### src/ois_pkg.sv
package ois_pkg;

    localparam int UNIVERSE_BITS = 12;
    localparam int WORD_BITS = 64;

    localparam int KEY_W = 14;
    localparam int CMD_W = 3;

    localparam logic [CMD_W-1:0] CMD_INSERT = 3'd0;
    localparam logic [CMD_W-1:0] CMD_REMOVE = 3'd1;
    localparam logic [CMD_W-1:0] CMD_CONTAINS = 3'd2;
    localparam logic [CMD_W-1:0] CMD_SUCC = 3'd3;
    localparam logic [CMD_W-1:0] CMD_PRED = 3'd4;

    typedef enum logic [5:0] {
        ST_CLEAR = 6'b000001,
        ST_IDLE  = 6'b000010,
        ST_WORD  = 6'b000100,
        ST_NEIGH = 6'b001000,
        ST_MARKS = 6'b010000,
        ST_SPARE = 6'b100000
    } t_state;

    typedef struct packed {
        logic clr;
        logic ld_item;
        logic upd;
        logic nb;
        logic ld_out;
    } t_cmd;

    typedef struct packed {
        logic clr_last;
        logic out_busy;
    } t_sts;

endpackage

### src/ois_ctrl.sv
module ois_ctrl (
    input  logic          i_clk,
    input  logic          i_rst_n,
    input  logic          i_valid,
    output logic          o_stall,
    input  ois_pkg::t_sts i_sts,
    output ois_pkg::t_cmd o_cmd
);

    ois_pkg::t_state r_state;
    ois_pkg::t_state n_state;

    always_comb begin
        n_state = r_state;
        o_cmd = '0;
        o_stall = 1'b1;
        case (r_state)
            ois_pkg::ST_CLEAR: begin
                o_cmd.clr = 1'b1;
                if (i_sts.clr_last) n_state = ois_pkg::ST_IDLE;
            end
            ois_pkg::ST_IDLE: begin
                o_stall = 1'b0;
                if (i_valid) begin
                    o_cmd.ld_item = 1'b1;
                    n_state = ois_pkg::ST_WORD;
                end
            end
            ois_pkg::ST_WORD: begin
                o_cmd.upd = 1'b1;
                n_state = ois_pkg::ST_NEIGH;
            end
            ois_pkg::ST_NEIGH: begin
                o_cmd.nb = 1'b1;
                n_state = ois_pkg::ST_MARKS;
            end
            ois_pkg::ST_MARKS: begin
                if (!i_sts.out_busy) begin
                    o_cmd.ld_out = 1'b1;
                    n_state = ois_pkg::ST_IDLE;
                end
            end
            default: n_state = ois_pkg::ST_IDLE;
        endcase
    end

    always_ff @(posedge i_clk) begin
        if (!i_rst_n) r_state <= ois_pkg::ST_CLEAR;
        else r_state <= n_state;
    end

endmodule

### config.mk
export PLATFORM = sky130hd
export DESIGN_NAME = ois_ctrl
export DESIGN_NICKNAME = d
export VERILOG_FILES = /design/src/ois_pkg.sv /design/src/ois_ctrl.sv
export SDC_FILE = /design/constraint.sdc
export NUM_CORES = 1
export LEC_CHECK = 0
export BUFFER_PORTS_ARGS = -buffer_cell sky130_fd_sc_hd__buf_2
export CORE_AREA = 2 2 39 41
export CTS_BUF_LIST = sky130_fd_sc_hd__clkbuf_16
export DETAILED_ROUTE_END_ITERATION = 16
export DIE_AREA = 0 0 41 43
export GPL_ROUTABILITY_DRIVEN = 0
export GPL_TIMING_DRIVEN = 0
export PLACE_DENSITY_LB_ADDON = 0.05
export SLEW_MARGIN = 20
export SYNTH_ARGS = -nofsm -noshare
export SYNTH_HDL_FRONTEND = slang
export SYNTH_SLANG_ARGS = --single-unit
### constraint.sdc
create_clock -name i_clk -period 0.9 [get_ports i_clk]
set_input_delay 0.18 -clock i_clk [delete_from_list [all_inputs] [get_ports i_clk]]
set_output_delay 0.18 -clock i_clk [all_outputs]
set_load 0.005 [all_outputs]
# Yosys cells after proc, flatten, opt, wreduce, memory -nomap -nowiden
# Index checks and enable logic that the tools add are counted.
# totals
romBits	0
inputBits	5
n_memories	0
ramBits	0
register_bits	6
output_inout_bits	6
latchBits	0
wordCells	22
# op_classes
eq_ne	8
magnitude_cmp	0
reduce_logical	1
n_addsub	0
n_bitwise	0
n_shift	0
n_mux	12
mul	0
div	0
# op_table
operator	n
$pmux W6 S5	1
$mux W6	3
$mux W1	8
$eq A6 B1 Y1 const B	1
$eq A6 B2 Y1 const B	1
$eq A6 B3 Y1 const B	1
$eq A6 B4 Y1 const B	1
$eq A6 B5 Y1 const B	1
$ne A2 B2 Y1 const B	3
$reduce_and A3 Y1	1

# Depth between registers and ports, before layout
# Gate-level depths: netlist (run 1).
# depth
word_depth	3
mapped_depth	3
ltp_nobuf	3

# Least setup slack after synthesis (run 1)
# OpenSTA, ideal clock, no wires.
# synth_timing
kind	register -> register
startpoint	reg r_state[2]
endpoint	reg r_state[2]
path_slack_ns	-0.097
setup_time_ns	0.073
arrival_ns	0.924
path_stages_with_launch	4
path_cell_list	dfxtp_1 > nor3_4 > and4b_1 > nor3b_2
# synth_between
elab_chain_len	3
# synth_rtl
item	line_no	text
from (decl)	ois_ctrl.sv:10	ois_pkg::t_state r_state;
from (signal assigned)	ois_ctrl.sv:48	if (!i_rst_n) r_state <= ois_pkg::ST_CLEAR;
from (signal assigned)	ois_ctrl.sv:49	else r_state <= n_state;
$eq A6 B1 Y1, or another cell as far along	ois_ctrl.sv:17	case (r_state)
$ne A2 B2 Y1 (no source line)	n/a	
$reduce_and A3 Y1 (no source line)	n/a	
# Parallel ways exist; a longest one is shown, timed or not.
# A chain may end at the register's enable or synchronous reset.

==> out/metrics.cfg, run 1 <==
[run_status]
status=complete, but fails checks
violations=negative setup slack

[synth]
synth-simple-area-share=0.4615
synth.net_count=33
synth_instances=28
synth_xor_area_frac=0.02991
largest_family_of_logic_cells_by_synthesized_area=simple AND/OR/NAND/NOR gates
synth.ff_latch_count=5
syn_area_um2=292.8
synth_cell_type_count=18
synth_top_flop_cell=dfxtp_1
asyncSetResetFlopFracSynth=0
synthesis.area_per_instance_um2=10.46
synth_compound_area_frac=0.1282
synth-warning-count=0
synth_mux_area_frac=0
synth_edf_count=0
synth_seq_area_share=0.3419
yosys.area_share.adder=0

[global_route]
antenna_violations_before_repair=0
vias_in_the_first_global_route=283
gr-total-overflow=0
grt_pass1_wl_um=1228
global_route.usage.total=0.1097
grt_max_degree=7

[cts]
ctsHoldBuffers=0
tritoncts_num_sinks=5
clockBufferDepth=2
cts_tree=done
cts_root_buffer=clkbuf_16
total_cts_buffers=3
worst_skew_pair.late_latency_ns=0.23
cts.reportedPaths.clkPinSlew_ns=0.03
h_tree_lvls=1

[job]
maxCapViolCount=0

[min_path]
hold_path_end=r_state[4]
timing.hold.worst_path_depth=2
timing.hold.worst.class=in2reg
min_from=i_rst_n

[floorplanning]
die_width_um=41
area_of_the_die_mm2=0.001763
chipHeight_um=43
floorplan.initialDensity=0.2116
rows=14
top_level_ports=11
core-area_mm2=0.001384

[timing]
timing_max_transition_violations_final=0
finalCritPeriodShare=1.463
finClkSkew_ns=0.0008354
final-setup-viol-count=11
hold_viol=0
timing.final.crit_period_ns=1.317
relSlewSlack=0.8796
clock.fmax_mhz=759.2
timing.setup.tns_ns=-2.750
setup_slack_ns=-0.4171
grt_setup_unrepaired=true
worstMarginPinSlew_ns=0.1801

[place]
place.detailed.hpwl_um=494
dp_cells=54
numPortBuffers=10

[critical_path]
reg2regPathDepth=4
worst_ep_required_time_ns=0.72
rr_startpoint=r_state[4]
worstPathMaxFanout=5
regToRegSetupSlack_ns=-0.21
worstSetupPathType=reg2out
critical_path.reg2reg.endpoint=r_state[2]
startpoint_type=flop
worstPathArrival_ns=1.14
timing.critical_path.to_type=output pin

[drt]
per_cell_via_count_in_the_routed_design=4.500
antenna_violating_nets_post_route=0
drt_pre_antenna_iters=2
drcViolationCount=0
drt_wl_total_um=713
wl_per_cell_um=11.14
via_count=288
first_iteration_detailed_routing_drc_count=3

[final_layout]
insertedDiodeCount=0
final_layout_size_suffix_gt1_frac=0.7292
final_cell_count_no_fill=64
final_cell_mix=buf_2 (9), buf_4 (6), dfxtp_4 (4)
mostFrequentLayoutCell=buf_2
largest_reg_flops=5
nFillCells=147
layout_net_count=54
largest_register=r_state
reg.largest.list=r_state: 5 flops
flow.area_growth_from_synthesis_pct=83.76

[power]
vdd_drop_max_uv=2078
power_density_mw_per_mm2=1976
p_leak_nw=0.2453

what timing repair did:
item	in CTS	in global routing
setup endpoints to repair	11	11
setup buffers	5	1
endpoints found under the hold margin	0	0
pin swaps	4	4
resized for setup	8	4
power by group:
| group | total, mW | switching [mW] | leakage (nW) | internal (mW) |
|---|---|---|---|---|
| clock | 0.715 | 0.140 | 0.0423 | 0.575 |
| sequential | 0.238 | 0.0112 | 0.0439 | 0.227 |
| combinational | 0.110 | 0.0468 | 0.159 | 0.0631 |
how the worst max path moves through the flow:
| stage | start | end | slack [ns] |
|---|---|---|---|
| after detailed placement | r_state[1] | o_cmd[1] | -0.21 |
| final | r_state[4] | o_cmd[3] | -0.42 |
| after CTS | r_state[2] | o_cmd[3] | -0.41 |
| after global placement | r_state[4] | o_cmd[3] | -0.22 |
| after global routing | r_state[0] | o_cmd[1] | -0.46 |
| after floorplan | r_state[4] | r_state[2] | -0.07 |
stage by stage:
stage | hold slack (ns) | power, mW | util | instance area [µm²] | worst slack (ns)
after floorplan | 0.2975 | 0.2914 | - | 301.5 | -0.06947
after global placement | 0.4098 | 0.3205 | 0.2685 | 371.6 | -0.2177
after detailed placement | 0.4125 | 0.3207 | 0.2685 | 371.6 | -0.2088
after CTS | 0.1776 | 1.079 | 0.3725 | 515.5 | -0.4117
after global routing | 0.2019 | 1.099 | 0.3888 | 538.0 | -0.4627
final | 0.1816 | 1.063 | 0.3888 | 538.0 | -0.4171
worst max-delay path, cell delays in order, from the launching register on:
cell and delay, ns:
dfxtp_4 0.35, nor3_4 0.22, and4b_1 0.23, buf_2 0.11
cells in the mapped netlist, types with 2 or more instances:
cell type	instances	area share
nor3b_2	2	0.085
nor2_1	5	0.064
dfxtp_1	5	0.34
and4bb_1	2	0.085
routing by layer:
| metal | global-route usage | vias to the layer above | part of all wire |
|---|---|---|---|
| met5 | 0 | - | 0 |
| met4 | 0.1200 | 0 | 0.042 |
| met3 | 0.01571 | 4 | 0.017 |
| met2 | 0.1469 | 5 | 0.52 |
| met1 | 0.1327 | 136 | 0.42 |
| li1 | - | 143 | - |
kinds of logic after synthesis:
kind of cell	Yosys count
simple gates	16
xor+xnor	1
compound gates	4
flops	5
buf+inv	2
final cells by class:
class | instances | area [µm²] | area share
buffer | 1 | 7.507 | 0.01395
inverter | 1 | 3.754 | 0.006977
timing repair buffer | 16 | 105.1 | 0.1953
multi-input combinational | 21 | 206.4 | 0.3837
clock buffer | 3 | 75.07 | 0.1395
sequential | 5 | 116.4 | 0.2163
clock inverter | 1 | 3.754 | 0.006977
tap | 16 | 20.02 | 0.03721
Power figures use the tool's default switching activity.
==> run 2, diff against run 1 <==
--- a/config.mk
+++ b/config.mk
@@ -13,6 +13,7 @@
 export GPL_ROUTABILITY_DRIVEN = 0
 export GPL_TIMING_DRIVEN = 0
 export PLACE_DENSITY_LB_ADDON = 0.05
+export SKIP_LAST_GASP = 1
 export SLEW_MARGIN = 20
 export SYNTH_ARGS = -nofsm -noshare
 export SYNTH_HDL_FRONTEND = slang
==> run 2 against run 1 <==
  * The run still ends with negative setup slack left
  * Die area stayed put
  * Clock-buffer cell count stayed put
  * Critical path depth stayed put
  * Utilization is 0.18 points higher
  * Final area is 0.47% higher
  * Global-route usage stayed put
  * Via count is 0.69% higher
  * Worst hold slack better by 0.0046 ns
  * Maximum frequency hardly changed
==> out/metrics.cfg, run 2 (synthesis gave the netlist of run 1 again) <==
[critical_path]
timing.critical_path.from=r_state[4]
worstSetupPathType=reg2out
timing.critical_path.to_type=output pin
reg2regPathDepth=4  ; unchanged
rr_startpoint=r_state[4]
crit_path_end=o_cmd[3]
worstPathMaxFanout=5  ; unchanged
worst_ep_required_time_ns=0.72  ; about the same
startpoint_type=flop
regToRegSetupSlack_ns=-0.21  ; about the same
worstPathArrival_ns=1.14  ; about the same
critical_path.reg2reg.endpoint=r_state[2]

[floorplanning]
core-area_mm2=0.001384  ; unchanged
die_width_um=41  ; unchanged
top_level_ports=11  ; unchanged
area_of_the_die_mm2=0.001763  ; unchanged
rows=14  ; unchanged
chipHeight_um=43  ; unchanged
floorplan.initialDensity=0.2116  ; unchanged

[place]
placed_area_um2=371.6  ; unchanged
numPortBuffers=10  ; unchanged
place.detailed.hpwl_um=494  ; unchanged
dp_cells=54  ; unchanged

[timing]
timing.final.crit_period_ns=1.317  ; +0.00008800 ns
worstMarginPinSlew_ns=0.1734  ; -0.006683 ns
relSlewSlack=0.8836  ; +0.004015
grt_setup_unrepaired=true
final-setup-viol-count=11  ; unchanged
finClkSkew_ns=0.0007463  ; -0.00008903 ns
finalCritPeriodShare=1.464  ; about the same
setup_slack_ns=-0.4172  ; -0.00008800 ns
clock.fmax_mhz=759.2  ; about the same
timing_max_transition_violations_final=0  ; unchanged
hold_viol=0  ; unchanged

[cts]
clockBufferDepth=2  ; unchanged
cts.reportedPaths.clkPinSlew_ns=0.03  ; about the same
total_cts_buffers=3  ; unchanged
cts_tree=done
h_tree_lvls=1  ; unchanged
cts_root_buffer=clkbuf_16
tritoncts_num_sinks=5  ; unchanged
worst_skew_pair.late_latency_ns=0.23  ; about the same

[power]
design_power_total_mw=1.065  ; +0.23%
p_leak_nw=0.2473  ; +0.84%
power_density_mw_per_mm2=1971  ; -0.23%
vdd_drop_max_uv=2081  ; +0.16%

[global_route]
grt_max_degree=7  ; unchanged
global_route.usage.total=0.1097  ; unchanged
grt_pass1_wl_um=1228  ; unchanged
vias_in_the_first_global_route=286  ; +1.1%
gr-total-overflow=0  ; unchanged
antenna_violations_before_repair=0  ; unchanged

[final_layout]
final_cell_count_no_fill=64  ; unchanged
layout_net_count=54  ; unchanged
insertedDiodeCount=0  ; unchanged
largest_reg_flops=5  ; unchanged
mostFrequentLayoutCell=buf_2
postLayoutCellArea_um2=540.5  ; +0.47%
flow.area_growth_from_synthesis_pct=84.62
final_layout_size_suffix_gt1_frac=0.7500  ; +0.02083
final_cell_mix=buf_2 (9), buf_4 (6), dfxtp_4 (4)
largest_register=r_state
reg.largest.list=r_state: 5 flops

[drt]
first_iteration_detailed_routing_drc_count=3  ; unchanged
drcViolationCount=0  ; unchanged
antenna_violating_nets_post_route=0  ; unchanged
drt_pre_antenna_iters=3  ; +1
per_cell_via_count_in_the_routed_design=4.531  ; +0.69%
via_count=290  ; +0.69%
drt_wl_total_um=730  ; +2.4%
wl_per_cell_um=11.41  ; +2.4%

[min_path]
timing.hold.worst.class=in2reg

[run_status]
status=complete, but fails checks
violations=negative setup slack

[job]
maxCapViolCount=0  ; unchanged

-- run 2: cell count changes in the layout (fill, tap and decap cells not counted) --
| cell | previous run | this run |
|---|---|---|
| and2_1 | 1 | 0 |
| and2_4 | 0 | 1 |
-- run 2: repair_timing --
item,4_1_cts,5_1_grt
hold endpoints to repair,0,0
hold buffers,0,0
resized for setup,6,6
pin swaps,4,5
setup buffers,5,1
endpoints found under the setup margin,11,11
-- run 2: how the worst min path moves through the flow --
stage / from / end / slack [ns] / cells past startpoint
global placement: i_rst_n / r_state[4] / 0.41 / 2
CTS: i_rst_n / r_state[4] / 0.18 / 2
floorplan: i_rst_n / r_state[4] / 0.30 / 1
global route: i_rst_n / r_state[4] / 0.20 / 2
detailed placement: i_rst_n / r_state[4] / 0.41 / 2
finish: i_rst_n / r_state[4] / 0.19 / 2
-- run 2: final cells by class --
type / count / area, µm²
Fill cell: 147 / 843.3
Multi-Input combinational cell: 21 / 209.0
Sequential cell: 5 / 116.4
Timing Repair Buffer: 16 / 105.1
Clock buffer: 3 / 75.07
Tap cell: 16 / 20.02
Buffer: 1 / 7.507
Clock inverter: 1 / 3.754
Inverter: 1 / 3.754
-- run 2: routing by layer --
layer / GRT usage / share of wire / up-vias
met4: 0.1200 / 0.042 / 0
met3: 0.01571 / 0.029 / 4
met5: 0 / 0 / -
met1: 0.1327 / 0.41 / 136
met2: 0.1469 / 0.52 / 6
li1: - / - / 144
-- run 2: metrics by stage --
step	setup TNS, ns	util	worst slack [ns]	hold WS (ns)
6_report	-2.751	0.3906	-0.4172	0.1862
5_1_grt	-3.368	0.3906	-0.4702	0.1990
4_1_cts	-2.852	0.3680	-0.4117	0.1776
3_5_place_dp	-1.404	0.2685	-0.2088	0.4125
3_3_place_gp	-1.435	0.2685	-0.2177	0.4098
2_1_floorplan	-0.3090	-	-0.06947	0.2975
-- run 2: critical path, stage by stage, from the launching register on --
cell and delay, ns:
dfxtp_4 0.35, nor3_4 0.22, and4b_1 0.23, buf_2 0.11
-- run 2: power breakdown --
| group | switching (mW) | internal [mW] |
|---|---|---|
| clock | 0.140 | 0.575 |
| combinational | 0.0472 | 0.0652 |
| sequential | 0.0111 | 0.227 |
| total | 0.199 | 0.867 |
==> run 3, diff against run 2 <==
--- a/config.mk
+++ b/config.mk
@@ -6,6 +6,8 @@
 export NUM_CORES = 1
 export LEC_CHECK = 0
 export BUFFER_PORTS_ARGS = -buffer_cell sky130_fd_sc_hd__buf_2
+export CELL_PAD_IN_SITES_DETAIL_PLACEMENT = 1
+export CELL_PAD_IN_SITES_GLOBAL_PLACEMENT = 1
 export CORE_AREA = 2 2 39 41
 export CTS_BUF_LIST = sky130_fd_sc_hd__clkbuf_16
 export DETAILED_ROUTE_END_ITERATION = 16
==> run 3 against run 2 <==
  * The run still ends with negative setup slack left
  * Total power up 6.7%
  * Clock skew up 0.0020 ns
  * Cell count increased by 7.8%
  * First-iteration DRC count shrank 100%
  * Final area increased by 15%
  * Sequential power about the same
  * Combinational power grew 41%
  * Register-to-register slack is essentially flat
  * Critical endpoint is now o_cmd[1]
  * Largest cell class unchanged
==> out/metrics.cfg, run 3 (synthesis gave the netlist of run 1 again) <==
[timing]
setup_slack_ns=-0.4127  ; +0.004460 ns
timing.final.crit_period_ns=1.313  ; -0.004460 ns
timing_max_transition_violations_final=0  ; unchanged
finClkSkew_ns=0.002777  ; +0.002031 ns
worst_hold_slack_ns=0.1663  ; -0.01994 ns
final-setup-viol-count=11  ; unchanged
relSlewSlack=0.8410  ; -0.04255
clock.fmax_mhz=761.8  ; +0.34%
grt_setup_unrepaired=true
worstMarginPinSlew_ns=0.2382  ; +0.06481 ns
finalCritPeriodShare=1.459  ; -0.004956
hold_viol=0  ; unchanged
timing.setup.tns_ns=-3.083  ; -0.3314 ns

[global_route]
gr-total-overflow=0  ; unchanged
vias_in_the_first_global_route=388  ; +36%
grt_max_degree=6  ; -1
antenna_violations_before_repair=0  ; unchanged
grt_pass1_wl_um=1883  ; +53%
global_route.usage.total=0.1719  ; +0.06220

[critical_path]
worstPathArrival_ns=1.13  ; about the same
worstSetupPathType=reg2out
worst_ep_required_time_ns=0.72  ; about the same
crit_path_top_delay_cell=dfxtp_4
timing.critical_path.to_type=output pin
reg2regPathDepth=5  ; +1
rr_startpoint=r_state[1]
timing.critical_path.cells=nor2_4 -> and4bb_1 -> buf_4 -> buf_6
regToRegSetupSlack_ns=-0.22  ; about the same
critical_path.reg2reg.endpoint=r_state[1]
startpoint_type=flop
worstPathMaxFanout=3  ; -2
worst_path_largest_cell_delay_ns=0.35  ; about the same

[power]
p_int_mw=0.8959  ; +3.4%
power.sequential.fraction=0.209  ; -0.014
vdd_drop_max_uv=1064  ; -49%
pwr-share-comb=0.139  ; +0.034
power.clock.fraction=0.652  ; -0.019
power_density_mw_per_mm2=1836  ; -6.9%
switching_share_of_power=0.2120  ; +0.02555
p_leak_nw=0.2806  ; +13%
p_sw_mw=0.2410  ; +21%

[final_layout]
layout_net_count=59  ; +9.3%
largest_reg_flops=5  ; unchanged
nFillCells=152  ; +3.4%
final_layout_size_suffix_gt1_frac=0.8302  ; +0.08019
layout.area.seq_um2=118.9  ; +2.2%
postLayoutCellArea_um2=619.3  ; +15%
insertedDiodeCount=0  ; unchanged
reg.largest.list=r_state: 5 flops
mostFrequentLayoutCell=buf_2
multi_input_area_um2=236.5  ; +13%
final_cell_count_no_fill=69  ; +7.8%
largest_register=r_state
flow.area_growth_from_synthesis_pct=111.5
final_cell_mix=buf_2 (9), buf_4 (8), buf_6 (5), dfxtp_4 (5), clkbuf_16 (3)

[floorplanning]
core-area_mm2=0.001384  ; unchanged
floorplan.initialDensity=0.2116  ; unchanged
rows=14  ; unchanged
area_of_the_die_mm2=0.001763  ; unchanged
chipHeight_um=43  ; unchanged
die_width_um=41  ; unchanged
top_level_ports=11  ; unchanged

[run_status]
status=complete, but fails checks
violations=negative setup slack

[drt]
first_iteration_detailed_routing_drc_count=0  ; -3
antenna_violating_nets_post_route=0  ; unchanged
per_cell_via_count_in_the_routed_design=4.551  ; +0.43%
drcViolationCount=0  ; unchanged
wl_per_cell_um=15.36  ; +35%
drt_wl_total_um=1060  ; +45%
via_count=314  ; +8.3%
drt_pre_antenna_iters=1  ; -2

[place]
placed_area_um2=371.6  ; unchanged
place.detailed.hpwl_um=606.1  ; +23%
numPortBuffers=10  ; unchanged
dp_cells=54  ; unchanged
place_worst_setup_slack_ns=-0.2346  ; -0.02580 ns

[cts]
h_tree_lvls=1  ; unchanged
ctsHoldBuffers=0  ; unchanged
worst_skew_pair.late_latency_ns=0.23  ; about the same
total_cts_buffers=3  ; unchanged
cts.reportedPaths.clkPinSlew_ns=0.04  ; about the same
clockBufferDepth=2  ; unchanged
cts_root_buffer=clkbuf_16
tritoncts_num_sinks=5  ; unchanged
cts_tree=done

[min_path]
min_from=i_rst_n
timing.hold.worst.class=in2reg
hold_path_end=r_state[4]
timing.hold.worst_path_depth=2  ; unchanged

[job]
maxCapViolCount=0  ; unchanged

==> run 3: power groups by stage <==
| stage | Combinational, mW | Clock (mW) | Sequential (mW) |
|---|---|---|---|
| 2_1_floorplan | 0.0434 | 0 | 0.248 |
| 3_3_place_gp | 0.0691 | 0 | 0.252 |
| 3_5_place_dp | 0.0702 | 0 | 0.253 |
| 4_1_cts | 0.151 | 0.728 | 0.236 |
| 5_1_grt | 0.170 | 0.768 | 0.239 |
| 6_report | 0.158 | 0.741 | 0.238 |
==> run 3: metrics by stage <==
| stage | total power, mW | util |
|---|---|---|
| after floorplan | 0.2914 | - |
| after global placement | 0.3207 | 0.2685 |
| after detailed placement | 0.3227 | 0.2685 |
| after CTS | 1.115 | 0.4304 |
| after global routing | 1.178 | 0.4476 |
| final | 1.137 | 0.4476 |
==> run 3: routing by layer <==
metal | up-vias | track usage | share of wire
met5 | - | 0 | 0
met4 | 0 | 0.1000 | 0.031
met3 | 5 | 0.06283 | 0.032
met2 | 8 | 0.2750 | 0.53
met1 | 148 | 0.1806 | 0.40
li1 | 153 | - | -
==> run 3: final cells by class <==
cell class,instances,area share
repair buffers,21,0.2485
well taps,16,0.03232
multi-input cells,21,0.3818
plain buffers,1,0.01212
flip-flops and latches,5,0.1919
clock buffers,3,0.1212
inverters,1,0.006061
clock inverters,1,0.006061
==> run 3: how the worst max path moves through the flow <==
| stage | startpoint | endpoint | slack (ns) | cells past startpoint |
|---|---|---|---|---|
| 2_1_floorplan | r_state[4] | r_state[2] | -0.07 | 3 |
| 5_1_grt | r_state[4] | o_cmd[3] | -0.48 | 3 |
| 3_5_place_dp | r_state[2] | o_cmd[1] | -0.23 | 3 |
| 6_report | r_state[1] | o_cmd[1] | -0.41 | 4 |
| 4_1_cts | r_state[2] | o_cmd[3] | -0.40 | 3 |
| 3_3_place_gp | r_state[2] | o_cmd[1] | -0.23 | 3 |
==> run 3: critical path, delay by kind of cell (launching register included) <==
kind | cells | cell delay (ns)
buffers and inverters | 2 | 0.20
flip-flops | 1 | 0.35
AND/OR/NAND/NOR | 2 | 0.36
==> run 3: timing repair <==
item	4_1_cts	5_1_grt
endpoints found under the setup margin	11	11
pin swaps	8	9
gates resized for setup	16	5
setup buffers	12	1
